--- src/fetiu_pkg.sv ---
// Shared types, codes and helpers of the escape-time iterate unit.
package fetiu_pkg;

    // Default geometry and number format
    localparam int DEF_IMAGE_WIDTH  = 1024;
    localparam int DEF_IMAGE_HEIGHT = 1024;
    localparam int DEF_FRAC_BITS    = 28;

    // Payload widths fixed by the item layout
    localparam int PIX_W  = 10;
    localparam int VAL_W  = 32;
    localparam int ITER_W = 16;

    // Wide working width for squares, sums and the mapped offset
    localparam int ACC_W = 68;

    // Shared multiplier operand width (33-bit window span fits)
    localparam int MUL_W = VAL_W + 1;

    // Mapping product span*pixel and its magnitude
    localparam int MAP_W = MUL_W + PIX_W + 1;

    typedef enum logic [2:0] {
        REG_VIEW_MIN_RE  = 3'd0,
        REG_VIEW_MAX_RE  = 3'd1,
        REG_VIEW_MIN_IM  = 3'd2,
        REG_VIEW_MAX_IM  = 3'd3,
        REG_JULIA_RE     = 3'd4,
        REG_JULIA_IM     = 3'd5,
        REG_MAX_ITER     = 3'd6,
        REG_FRACTAL_TYPE = 3'd7
    } reg_idx_t;

    typedef enum logic [1:0] {
        FT_MANDELBROT = 2'd0,
        FT_JULIA      = 2'd1,
        FT_SHIP       = 2'd2,
        FT_RABBIT     = 2'd3
    } fractal_t;

    localparam logic signed [VAL_W-1:0] VAL_MAX = 32'sh7FFF_FFFF;
    localparam logic signed [VAL_W-1:0] VAL_MIN = 32'sh8000_0000;

    function automatic logic signed [VAL_W-1:0] sat32(input logic signed [ACC_W-1:0] v);
        logic signed [ACC_W-1:0] hi;
        logic signed [ACC_W-1:0] lo;
        hi = ACC_W'(VAL_MAX);
        lo = ACC_W'(VAL_MIN);
        if (v > hi) begin
            return VAL_MAX;
        end else if (v < lo) begin
            return VAL_MIN;
        end else begin
            return v[VAL_W-1:0];
        end
    endfunction

    // |v| clamped; the most negative value maps to the most positive
    function automatic logic signed [VAL_W-1:0] abs32(input logic signed [VAL_W-1:0] v);
        if (v == VAL_MIN) begin
            return VAL_MAX;
        end else if (v < 0) begin
            return -v;
        end else begin
            return v;
        end
    endfunction

endpackage

--- src/fetiu_mul.sv ---
// Shared signed multiplier with a registered product.
module fetiu_mul
    import fetiu_pkg::*;
#(
    parameter int OP_W = MUL_W
) (
    input  logic                       aclk,
    input  logic signed [OP_W-1:0]     op_a,
    input  logic signed [OP_W-1:0]     op_b,
    output logic signed [2*OP_W-1:0]   prod
);

    logic signed [2*OP_W-1:0] prod_reg;

    always_ff @(posedge aclk) begin
        prod_reg <= op_a * op_b;
    end

    assign prod = prod_reg;

endmodule

--- config.mk ---
export PLATFORM = sky130hd
export DESIGN_NAME = fetiu_mul
export DESIGN_NICKNAME = d
export VERILOG_FILES = /design/src/fetiu_pkg.sv /design/src/fetiu_mul.sv
export SDC_FILE = /design/constraint.sdc
export NUM_CORES = 2
export LEC_CHECK = 0
export BUFFER_PORTS_ARGS = -buffer_cell sky130_fd_sc_hd__buf_2
export CAP_MARGIN = 15
export CORE_MARGIN = 1
export CORE_UTILIZATION = 65
export CTS_CLUSTER_DIAMETER = 200
export DETAILED_ROUTE_END_ITERATION = 16
export PLACE_DENSITY_LB_ADDON = 0.1
export SETUP_SLACK_MARGIN = 0.4
export SLEW_MARGIN = 25
export SYNTH_ARGS = -nofsm -noshare
export SYNTH_HDL_FRONTEND = slang
export SYNTH_SLANG_ARGS = --single-unit
--- constraint.sdc ---
create_clock -name aclk -period 27.2 [get_ports aclk]
set_input_delay 5.44 -clock aclk [delete_from_list [all_inputs] [get_ports aclk]]
set_output_delay 5.44 -clock aclk [all_outputs]
set_load 0.01 [all_outputs]
# --- Word-level counts from Yosys, hierarchy flattened ---
# Index checks and enable logic that the tools add are counted.
totals:
  elab_cells: 2
  reg_bits: 66
op_classes:
  n_mul: 1
op_table:
  columns: ["operator", "n"]
  rows:
  - ["33-bit by 33-bit multiplier with 66-bit output", 1]

# --- Logic depth before layout (Yosys ltp) ---
logic_depth:
  depth_word: 1
  depth_mapped: 27

# --- Worst setup path before layout ---
# No wires, ideal clock.
synth_timing:
  kind: "input to register"
  start: "input port op_a[32]"
  end: "register prod_reg[62], in the netlist prod[62]"
  n_path_buf: 2
  t_required_ps: 27121
  path_slack_ps: 14524
  cell_stages: 23
  arrival_ps: 12597
  path_cell_list: "clkbuf_1 > nand2_1 > inv_1 > fa_1 > fa_1 > fa_1 > fa_1 > fa_1 > fa_1 > fa_1 > inv_1 > fa_1 > inv_1 > ha_1 > clkbuf_1 > and3_1 > nand3_1 > nand2b_1 > a2111oi_4 > a211oi_4 > a21o_2 > a21o_1 > a211oi_2"
synth_between:
  elab_chain_len: 1
synth_lines:
  columns: ["element", "line", "text"]
  rows:
  - ["from (decl)", "fetiu_mul.sv:8", "input logic signed [OP_W-1:0] op_a,"]
  - ["33-bit by 33-bit multiplier with 66-bit output", "fetiu_mul.sv:16", "prod_reg <= op_a * op_b;"]
  - ["to (signal assigned)", "fetiu_mul.sv:16", null]
  - ["to (decl)", "fetiu_mul.sv:13", "logic signed [2*OP_W-1:0] prod_reg;"]
# No other way between the ends.

# --- Worst setup path in the final report ---
layout_timing:
  start: "input port op_b[9]"
  end: "register prod_reg[62], in the netlist prod[62]"
layout_between:
  elab_chain_len: 1
layout_lines:
  columns: ["element", "line", "text"]
  rows:
  - ["from (decl)", "fetiu_mul.sv:9", "input logic signed [OP_W-1:0] op_b,"]
  - ["33-bit by 33-bit multiplier with 66-bit output", "fetiu_mul.sv:16", null]
# No other way between the ends.

==> qor.json <==
{
  "cts_tree": "built",
  "hold_path_cell_cnt": 2,
  "weighted_congestion_at_the_end_of_routability_driven_global_placement": 0.956,
  "relSlewSlack_pct": 42.1,
  "grt_busiest_layer": "met2",
  "setup_repair_after_global_routing_missed_its_margin": "no",
  "report.final.hold_viol_count": 0,
  "yosys_most_used_dff": "dfxtp_1",
  "fill_cells": 5130,
  "largest_net_degree_at_the_start_of_global_routing": 34,
  "synth-seq-cells": 66,
  "highest_clock_frequency_the_design_can_meet_mhz": 76.7,
  "path_class": "in2reg",
  "drt_pass1_iterations": 5,
  "synth_cell_types": 80,
  "end_kind": "flip-flop",
  "arr_time_crit_path_ps": 13270,
  "syn-instance-count": 4338,
  "post-cts-setup-buffers": 0,
  "biggest_cell_delay_along_the_critical_path_ps": 860,
  "io_buffers": 132,
  "setup-tns-final_ps": 0,
  "post-route-min-period_ps": 13040,
  "finalNetCount": 5697,
  "global_route.usage.met1_pct": 43.6,
  "sequential_area_share_after_synthesis_pct": 3.24,
  "post_synth.cell_area_avg_um2": 9.39,
  "path_cells": "buf_2 > nand2_1 > fa_1 > fa_1 > fa_1 > inv_1 > fa_1 > fa_1 > fa_1 > fa_1 > inv_1 > fa_1 > inv_1 > ha_1 > a21o_1 > a21o_1 > a21oi_1 > nor2b_1 > o21ai_0 > nor4b_1 > a211oi_2",
  "number_of_global_route_vias_before_repair": 31200,
  "num_rows": 91,
  "largest_reg_flops": 66,
  "cts_buffers": 9,
  "antenna_found_initial": 4,
  "final-setup-viol-count": 0,
  "postSynth.asyncResetShare_pct": 0,
  "final_max_slew_viol_count": 0,
  "start_kind": "primary input",
  "post_cts_resize_count": 0,
  "syn-num-nets": 5767,
  "dr.first_iter.drc_count": 1796,
  "core-area_um2": 61800,
  "clock_path_buffers": 2,
  "crit_top_cell": "fa_1",
  "globalRouteTotalUtil_pct": 35.4,
  "grt_pass1_wl_um": 170000,
  "detailroute.via_count": 28800,
  "start_util_pct": 65.9,
  "global_route.overflow_total": 0,
  "area_enclosed_by_the_die_boundary_um2": 63700,
  "chipWidth_um": 252,
  "clock_sinks": 66,
  "clock_root_buffer": "clkbuf_16",
  "grtUsageMet2_pct": 61.3,
  "place_area_um2": 41700,
  "crit_path_top_delay_cell": "fa_1",
  "min-delay-path-class": "in2reg",
  "cts.htree.levels": 3,
  "run_status": "finished clean",
  "wl_per_cell_um": 20.7,
  "min_delay_worst_endpoint": "prod[0]",
  "hpwlAfterDp_um": 88100,
  "layout_worst_path_cycle_share_pct": 47.9,
  "synth_enable_flop_cells": 0,
  "synthToLayoutAreaGrowth_pct": 3.14,
  "drt-vias-per-instance": 5.64,
  "drc": 0,
  "cts.reportedPaths.clkPinSlew_ps": 70,
  "die_h_um": 252,
  "critical_path_required_ps": 27430,
  "number_of_warning_messages_in_the_yosys_log": 0,
  "io_pins": 133,
  "detail_route.wirelength_um": 106000,
  "critical_path.max_fanout": 33,
  "ant_nets": 0,
  "hp-start": "op_b[0]",
  "post_route_cells_drive_above_1_share_pct": 4.56,
  "max_capacitance_violation_total": 0,
  "tightestPinTransition_ps": 868,
  "number_of_hold_buffers_added_after_cts": 0,
  "final_area_um2": 42000,
  "grt_use_met3_pct": 3.81,
  "syn-cell-area_um2": 40700
}
==> worst max path at each step <==
stage / startpoint / endpoint / slack [ps] / cells past startpoint
after floorplan: op_a[32] / prod[62] / 14520 / 23
after global placement: op_b[0] / prod[62] / 13720 / 22
after detailed placement: op_b[9] / prod[62] / 13790 / 21
after CTS: op_b[9] / prod[62] / 14130 / 21
after global routing: op_b[9] / prod[62] / 13780 / 21
final: op_b[9] / prod[62] / 14160 / 21
==> worst max-delay path, delay by kind of cell <==
kind | cells | cell delay [ps]
compound gates | 5 | 910
fa+ha+maj | 9 | 5000
buf+inv | 4 | 1130
simple gates | 3 | 720
==> routing by layer <==
layer	vias up	share of wire, %
met5	-	0.0038
met4	2	6.4
met3	309	5.9
met2	1046	52
met1	15300	36
li1	12200	-
==> placed cells by master, fill, tap and decap left out, types with 43 or more instances in the layout <==
| cell type | synthesis | layout |
|---|---|---|
| ha_1 | 217 | 217 |
| xnor2_1 | 43 | 43 |
| fa_1 | 1145 | 1143 |
| inv_1 | 1131 | 1131 |
| nor2_1 | 68 | 68 |
| a21oi_1 | 57 | 57 |
| and2_1 | 562 | 562 |
| buf_2 | 11 | 132 |
| dfxtp_1 | 66 | 66 |
| nand2_1 | 551 | 551 |
==> metrics by stage <==
| step | worst slack, ps | util [%] | hold slack [ps] | cells |
|---|---|---|---|---|
| 2_1_floorplan | 14520 | - | 5570 | 4338 |
| 4_1_cts | 14130 | 67.9 | 5650 | 5110 |
| 3_3_place_gp | 13720 | 67.4 | 5830 | 5094 |
| 5_1_grt | 13780 | 68.0 | 5680 | 5112 |
| 6_report | 14160 | 68.0 | 5690 | 5112 |
| 3_5_place_dp | 13790 | 67.4 | 5830 | 5094 |
==> logic make-up (layout without fill, tap and decap cells) <==
| group | after synthesis | count (layout) | synth area share [%] |
|---|---|---|---|
| adders and majority gates | 1362 | 1362 | 62.9 |
| buffers and inverters | 1352 | 1287 | 12.5 |
| and+or+nand+nor | 1271 | 1271 | 15.8 |
| AOI/OAI and AO/OA | 219 | 219 | 4.07 |
| xor gates and xnor gates | 68 | 68 | 1.46 |
| DFF | 66 | 66 | 3.24 |
| other | 0 | 2 | 0 |
==> synthesized netlist by cell type, types with 3 or more instances <==
cell type / number / share of area [%]
nand2b_1: 12 / 0.18
dfxtp_1: 66 / 3.2
and4_1: 5 / 0.11
o21bai_1: 11 / 0.20
nor2b_1: 5 / 0.077
o31ai_4: 3 / 0.16
inv_1: 1131 / 10
a21oi_1: 57 / 0.70
o21a_1: 6 / 0.11
xnor2_1: 43 / 0.92
and3_1: 5 / 0.077
ha_1: 217 / 6.7
nor2_1: 68 / 0.63
nand4_1: 11 / 0.17
a31oi_1: 8 / 0.12
o21ai_1: 6 / 0.074
or2_2: 3 / 0.046
and2_1: 562 / 8.6
fa_1: 1145 / 56
nor3_1: 7 / 0.086
or3_1: 3 / 0.046
a21oi_2: 3 / 0.065
xor2_1: 25 / 0.54
o21ai_0: 25 / 0.31
a211oi_2: 3 / 0.092
a211oi_1: 7 / 0.13
clkbuf_1: 208 / 1.9
o211ai_1: 4 / 0.074
buf_2: 11 / 0.14
a21o_1: 36 / 0.66
nand3_1: 25 / 0.31
nand2_1: 551 / 5.1
a211o_1: 6 / 0.13
==> cell type report <==
| type | count | area (um^2) | area share (%) |
|---|---|---|---|
| diodes | 2 | 5.00 | 0.0119 |
| clock buffers | 9 | 225 | 0.536 |
| clock inverters | 7 | 125 | 0.298 |
| inverters | 1131 | 4250 | 10.1 |
| multi-input cells | 2920 | 34300 | 81.7 |
| flip-flops and latches | 66 | 1320 | 3.15 |
| well taps | 837 | 1050 | 2.49 |
| repair buffers | 140 | 721 | 1.72 |
Power is left out: the tool's default activity adds up to more than one toggle a clock period on the data nets, which glitch-free logic cannot reach.
