===== src/fetiu_pkg.sv =====
// Shared types, codes and helpers of the escape-time iterate unit.
package fetiu_pkg;

    // Default geometry and number format
    localparam int DEF_IMAGE_WIDTH  = 1024;
    localparam int DEF_IMAGE_HEIGHT = 1024;
    localparam int DEF_FRAC_BITS    = 28;

    // Payload widths fixed by the item layout
    localparam int PIX_W  = 10;
    localparam int VAL_W  = 32;
    localparam int ITER_W = 16;

    // Wide working width for squares, sums and the mapped offset
    localparam int ACC_W = 68;

    // Shared multiplier operand width (33-bit window span fits)
    localparam int MUL_W = VAL_W + 1;

    // Mapping product span*pixel and its magnitude
    localparam int MAP_W = MUL_W + PIX_W + 1;

    typedef enum logic [2:0] {
        REG_VIEW_MIN_RE  = 3'd0,
        REG_VIEW_MAX_RE  = 3'd1,
        REG_VIEW_MIN_IM  = 3'd2,
        REG_VIEW_MAX_IM  = 3'd3,
        REG_JULIA_RE     = 3'd4,
        REG_JULIA_IM     = 3'd5,
        REG_MAX_ITER     = 3'd6,
        REG_FRACTAL_TYPE = 3'd7
    } reg_idx_t;

    typedef enum logic [1:0] {
        FT_MANDELBROT = 2'd0,
        FT_JULIA      = 2'd1,
        FT_SHIP       = 2'd2,
        FT_RABBIT     = 2'd3
    } fractal_t;

    localparam logic signed [VAL_W-1:0] VAL_MAX = 32'sh7FFF_FFFF;
    localparam logic signed [VAL_W-1:0] VAL_MIN = 32'sh8000_0000;

    function automatic logic signed [VAL_W-1:0] sat32(input logic signed [ACC_W-1:0] v);
        logic signed [ACC_W-1:0] hi;
        logic signed [ACC_W-1:0] lo;
        hi = ACC_W'(VAL_MAX);
        lo = ACC_W'(VAL_MIN);
        if (v > hi) begin
            return VAL_MAX;
        end else if (v < lo) begin
            return VAL_MIN;
        end else begin
            return v[VAL_W-1:0];
        end
    endfunction

    // |v| clamped; the most negative value maps to the most positive
    function automatic logic signed [VAL_W-1:0] abs32(input logic signed [VAL_W-1:0] v);
        if (v == VAL_MIN) begin
            return VAL_MAX;
        end else if (v < 0) begin
            return -v;
        end else begin
            return v;
        end
    endfunction

endpackage


===== src/fetiu_div.sv =====
// Quotient fix-up for a reciprocal-multiply division by a constant.
module fetiu_div
    import fetiu_pkg::*;
#(
    parameter int NUM_W  = MUL_W,
    parameter int Q_W    = VAL_W,
    parameter int DSOR_W = 14
) (
    input  logic [NUM_W-1:0]  num,
    input  logic [NUM_W-1:0]  back,
    input  logic [DSOR_W-1:0] divisor,
    input  logic [Q_W-1:0]    q_est,
    output logic [Q_W-1:0]    quotient
);

    // Estimate is low by at most one, so num - q_est*divisor < 2*divisor
    logic [NUM_W-1:0] rem;

    always_comb begin
        rem      = num - back;
        quotient = q_est + Q_W'(rem >= NUM_W'(divisor));
    end

endmodule


===== config.mk =====
export PLATFORM = sky130hd
export DESIGN_NAME = fetiu_div
export DESIGN_NICKNAME = d
export VERILOG_FILES = /design/src/fetiu_pkg.sv /design/src/fetiu_div.sv
export SDC_FILE = /design/constraint.sdc
export NUM_CORES = 1
export LEC_CHECK = 0
export BUFFER_PORTS_ARGS = -buffer_cell sky130_fd_sc_hd__buf_2
export CORE_ASPECT_RATIO = 0.8
export CORE_UTILIZATION = 50
export DETAILED_ROUTE_END_ITERATION = 12
export GPL_ROUTABILITY_DRIVEN = 0
export PLACE_DENSITY_LB_ADDON = 0.25
export SLEW_MARGIN = 25
export SYNTH_ARGS = -nofsm -noshare
export SYNTH_HDL_FRONTEND = slang
export SYNTH_SLANG_ARGS = --single-unit
export TNS_END_PERCENT = 5

===== constraint.sdc =====
create_clock -name vclk -period 12.4
set_input_delay 3.72 -clock vclk [all_inputs]
set_output_delay 3.72 -clock vclk [all_outputs]
set_load 0.1 [all_outputs]

=== Word-level counts from Yosys, hierarchy flattened ===
Index checks and enable logic that the tools add are counted.

* Flip-flop bits (word level): 0
* Output and inout port bits: 32
* Word-level logic and storage cells: 3

* Add/subtract/negate cells: 2
* $lt $le $gt $ge: 1

{| class="wikitable"
|+ Operators by type and width
! kind !! count
|-
| $ge 33x14->1 || 1
|-
| $sub 33x33->33 || 1
|-
| $add 32x1->32 || 1
|}

=== Longest topological paths before layout ===
Gate-level depths: netlist (run 1).

* Word-level depth: 3
* Depth in mapped cells: 25
* Gate-level depth less buffers: 25

=== Least setup slack after synthesis (run 1) ===
OpenSTA, ideal clock, no wires.

* Kind: input port to output port
* Start: input num[0]
* End: output quotient[22]
* Path slack: -487 ps
* Data required time: 8680 ps
* Cell stages on the path: 22
* Data arrival time: 9167 ps
* Cell sequence: inv_1 > ha_1 > fa_1 > nand2b_1 > a21o_2 > and2b_2 > o221ai_1 > xor2_1 > ha_1 > a21oi_1 > o21ai_0 > o311ai_0 > nand4_1 > or3_1 > nor4_2 > o2111ai_1 > ha_1 > ha_1 > nand4_1 > or2_2 > nor2_1 > xnor2_1

* Cells in the longest elaborated chain, start to end: 3

{| class="wikitable"
|+ RTL lines
! item !! line !! source
|-
| start: declaration || fetiu_div.sv:9 || <nowiki>input logic [NUM_W-1:0] num,</nowiki>
|-
| $sub 33x33->33 || fetiu_div.sv:20 || <nowiki>rem = num - back;</nowiki>
|-
| $ge 33x14->1 || fetiu_div.sv:21 || <nowiki>quotient = q_est + Q_W'(rem >= NUM_W'(divisor));</nowiki>
|-
| $add 32x1->32 || fetiu_div.sv:21 ||
|-
| end: declaration || fetiu_div.sv:13 || <nowiki>output logic [Q_W-1:0] quotient</nowiki>
|}

Every way passes these cells.

=== Worst setup path in the final report (run 1) ===
* Start: input num[0]
* End: output quotient[30]

Same word-level chain as after synthesis.

==> reports/summary.txt, run 1 <==
share of the synthesized area in the top cell type - 20.08%
Syn Area/Cell - 6.739 sq um
TritonRoute pass-1 iters - 5
share of layout cells above drive strength 1 - 29.20%
crit path max-delay cell type - or3_1
clkbuf count - 0
Die Y-Extent - 71.89 microns
nets@finish - 753
vias in the first global route - 3303
Max Freq - 0.08219 GHz
Pins Over Slew Limit - 0
Inst Count DP - 669
Worst Tran Pin Value - 0.6099 ns
Mapped Area - 3053 sq um
Antenna Nets Post-Route - 0
Post-Route WL - 9574 microns
top cells by area, synth - ha_1 (20%), xnor2_1 (11%), inv_1 (7.4%)
antenna diode count - 0
pin count of the biggest net entering global routing - 14
total power - 0.2363 mW
pwr dens - 56.89 nW/um^2
total core area - 5912 sq um
status - finished, final reports clean
final HPWL from detailed placement - 8246 microns
most common cell in the netlist - inv_1
row count - 25
fin crit period - 12.17 ns
Netlist cell types - 70
CP most frequent cell - ha_1
via/cell ratio - 5.639
register area - 0 sq um
die width - 89.37 microns
max_cap viols - 0
critical path class - in2out
Area growth, synth to finish - 36.02%
Max Fanout on Critical Path - 4
maximum VDD drop - 0.02760 mV
Gate Count Post-Synth - 453
hold_buf cts - 0
hold_ws - 7.808 ns
Rel. slew slack - 59.25%
setup_tns - 0 ns
Mapped Nets - 615
leak pwr - 2.091 nW
Initial Util - 51.64%
final setup fails - 0
worst stage delay on the critical path - 0.39 ns
post-route insts no fill - 670
I/O Buffers - 144
endpoints failing hold - 0
CP required - 8.68 ns
cell taking the most area after synthesis - ha_1
class of the worst hold path - in2out
Worst setup EP type - output port
GRT Residual Overflow - 0
post-DR wirelength/cell - 14.29 microns
drc violations - 0
Crit path arrival time - 8.45 ns
initial antenna violation count - 0
critical path launch point type - input port
die area - 6424 sq um
vias - 3778
GRT Overall Usage - 27.84%
Seq/Total Area, Yosys - 0%
final cycle utilization of the critical path - 98.13%
first-pass GRT wire length - 14570 microns
Yosys Warn Count - 0
list of most frequent post-synthesis cells - inv_1 (60), ha_1 (49), nand2_1 (40), a21oi_1 (39), xnor2_1 (38)
Boundary Pins - 144
num sequential - 0
DR iter-0 viols - 291
Fillers - 505
[placed cells by master (no fill, tap or decap), types with 11 or more instances in the layout]
| cell | instances |
|---|---|
| nor3_1 | 11 |
| a21oi_1 | 39 |
| xnor2_1 | 37 |
| ha_1 | 48 |
| buf_12 | 20 |
| nand3_1 | 22 |
| nand2_1 | 40 |
| inv_1 | 60 |
| nor2_1 | 35 |
| buf_2 | 123 |
| xor2_1 | 13 |
| o21ai_0 | 17 |
[kinds of logic (layout without fill, tap and decap cells)]
group	Yosys count	in the layout	share of synthesized area [%]
AND/OR/NAND/NOR	160	160	27.01
multiplexers	2	2	0.7377
adder cells (fa/ha/maj)	50	50	20.74
buffers and inverters	69	205	10.16
AO/OA/AOI/OAI	121	121	26.72
XOR/XNOR	51	51	14.63
[critical path, delay by kind of cell]
| kind | cells | cell delay, ns |
|---|---|---|
| XOR/XNOR | 2 | 0.27 |
| buffers and inverters | 3 | 0.45 |
| AO/OA/AOI/OAI | 7 | 1.12 |
| adder cells (fa/ha/maj) | 5 | 1.23 |
| AND/OR/NAND/NOR | 9 | 1.65 |
[per-layer routing]
layer,vias up,global-route usage (%),wire length [microns]
met2,211,49.96,4466
met5,-,0,0
li1,1884,-,-
met1,1669,36.71,3963
met3,14,4.096,1055
met4,0,1.940,89
[cell type report]
cell class | instances | area (sq um) | area share (%)
multi-input cells | 384 | 2770 | 66.71
inverters | 60 | 225.2 | 5.423
repair buffers | 145 | 1056 | 25.43
well taps | 81 | 101.3 | 2.440
[stage by stage]
stage	worst slack, ns	area [sq um]	utilization, %
after floorplan	-0.3450	3060	-
after global placement	0.1957	4113	69.57
after detailed placement	0.03112	4113	69.57
after CTS	0.004636	4113	69.57
after global routing	-0.07550	4153	70.24
final	0.2324	4153	70.24
[power by group]
part	total (mW)	internal [mW]	switching (mW)
sequential	0	0	0
clock	0	0	0
combinational	0.236	0.0906	0.146
total	0.236	0.0906	0.146
[worst paths after layout]
kind                  startpoint      endpoint  slack (ns)  cells after the start
worst max-delay path      num[0]  quotient[30]        0.23                     26
worst min-delay path   q_est[10]  quotient[10]        7.81                      3
[what timing repair did]
item | CTS | global route
buffers inserted | 0 | 1
gates resized for setup | 0 | 8
endpoints found under the setup margin | 0 | 12
Power figures use the tool's default switching activity.
==> run 2, diff against run 1 <==
Settings changed: CORE_UTILIZATION 50 to 45.
Clock period 12.4 ns to 10.51 ns, I/O delays scaled along.
==> reports/summary.txt, run 2 (synthesis results as in run 1) <==
status - finished with violations
first-pass GRT wire length - 16980 microns
met2 usage - 57.75%
Inst Count DP - 710
vias in the first global route - 3723
nets@finish - 790
Crit path arrival time - 7.41 ns
antenna diode count - 0
share of layout cells above drive strength 1 - 39.30%
fin crit period - 10.56 ns
Finished Cell Area - 4865 sq um
Pins Over Slew Limit - 0
leak pwr - 2.458 nW
max_cap viols - 0
most frequent cells in the layout - buf_2 (110), inv_1 (59), ha_1 (45)
RSZ-0062 raised after global routing - true
final HPWL from detailed placement - 8958 microns
Max Freq - 0.09468 GHz
met1 Use GR - 35.16%
pwr dens - 65.63 nW/um^2
class of the worst hold path - in2out
row count - 26
switching share of power - 57.72%
DR iter-0 viols - 194
vias - 3950
GRT Overall Usage - 29.47%
gr busiest metal - met2
clkbuf count - 0
area post-placement - 4721 sq um
hold_buf cts - 0
pre-CTS WS - -0.4847 ns
Initial Util - 47.16%
num sequential - 0
Rel. slew slack - 56.25%
Worst Tran Pin Value - 0.6548 ns
CP required - 7.36 ns
Max Fanout on Critical Path - 4
Antenna Nets Post-Route - 0
number of buffers and inverters on the critical path - 4
hold_sp - q_est[30]
hold endpoint - quotient[30]
Internal - 0.1350 mW
via/cell ratio - 5.563
initial antenna violation count - 0
Worst Hold Depth - 3
critical path class - in2out
Sw Pwr - 0.1843 mW
Die Y-Extent - 75.67 microns
final worst slack - -0.05201 ns
final cycle utilization of the critical path - 100.5%
post-DR wirelength/cell - 14.92 microns
setup_tns - -0.1604 ns
Comb pwr share - 100.0%
register area - 0 sq um
CP startpoint - num[0]
drc violations - 0
GRT Residual Overflow - 0
Area growth, synth to finish - 59.34%
Worst setup EP type - output port
GR Util met3 - 3.293%
worst stage delay on the critical path - 0.37 ns
endpoints failing hold - 0
crit path max-delay cell type - fa_2
TritonRoute pass-1 iters - 5
die area - 7120 sq um
Setup Buffers After CTS - 0
post-route insts no fill - 710
Boundary Pins - 144
Crit path max-delay family - adder cells
critical path launch point type - input port
failing checks - setup timing
commonest non-fill, non-tap cell in the layout - buf_2
total core area - 6474 sq um
Post-Route WL - 10590 microns
final setup fails - 5
I/O Buffers - 144
pin count of the biggest net entering global routing - 14
Sequential Power Share - 0%
die width - 94.09 microns
maximum VDD drop - 0.03639 mV
clock network power share - 0%
[run 2: power by group through the flow]
stage / sequential [mW] / clock, mW / combinational [mW]
2_1_floorplan: 0 / 0 / 0.199
3_3_place_gp: 0 / 0 / 0.294
3_5_place_dp: 0 / 0 / 0.303
4_1_cts: 0 / 0 / 0.312
5_1_grt: 0 / 0 / 0.342
6_report: 0 / 0 / 0.319
[run 2: how the worst max path moves through the flow]
stage                    to  slack, ns  cells after the start
4_1_cts        quotient[30]      -0.04                     24
3_3_place_gp   quotient[30]      -0.28                     25
2_1_floorplan  quotient[18]      -0.59                     22
3_5_place_dp   quotient[30]      -0.48                     25
6_report       quotient[30]      -0.05                     25
5_1_grt        quotient[30]      -0.35                     26
[run 2: final cells by class]
cell class                      count  area, sq um
Multi-Input combinational cell    384         3019
Fill cell                         486         1609
Tap cell                           84        105.1
Timing Repair Buffer              182         1515
Inverter                           60        225.2
[run 2: worst min-delay path, delay by kind of cell]
kind | cells | cell delay, ns
XOR/XNOR | 1 | 0.08
buffers and inverters | 2 | 0.27
[run 2: what timing repair did]
action / CTS / global route
pin swaps: 20 / 1
setup endpoints to repair: 31 / 31
gates resized for setup: 32 / 3
[run 2: per-layer routing]
metal  up-vias  wire [microns]
met3        22             831
met4         0             212
met5         -               0
met1      1790            4276
met2       179            5273
li1       1959               -
[run 2: per-stage QoR]
step	util, %	hold slack [ns]	total power [mW]
6_report	75.15	6.655	0.3193
5_1_grt	75.15	6.669	0.3422
4_1_cts	74.93	6.659	0.3120
3_5_place_dp	72.92	6.662	0.3032
3_3_place_gp	72.92	6.658	0.2942
2_1_floorplan	-	6.629	0.1987
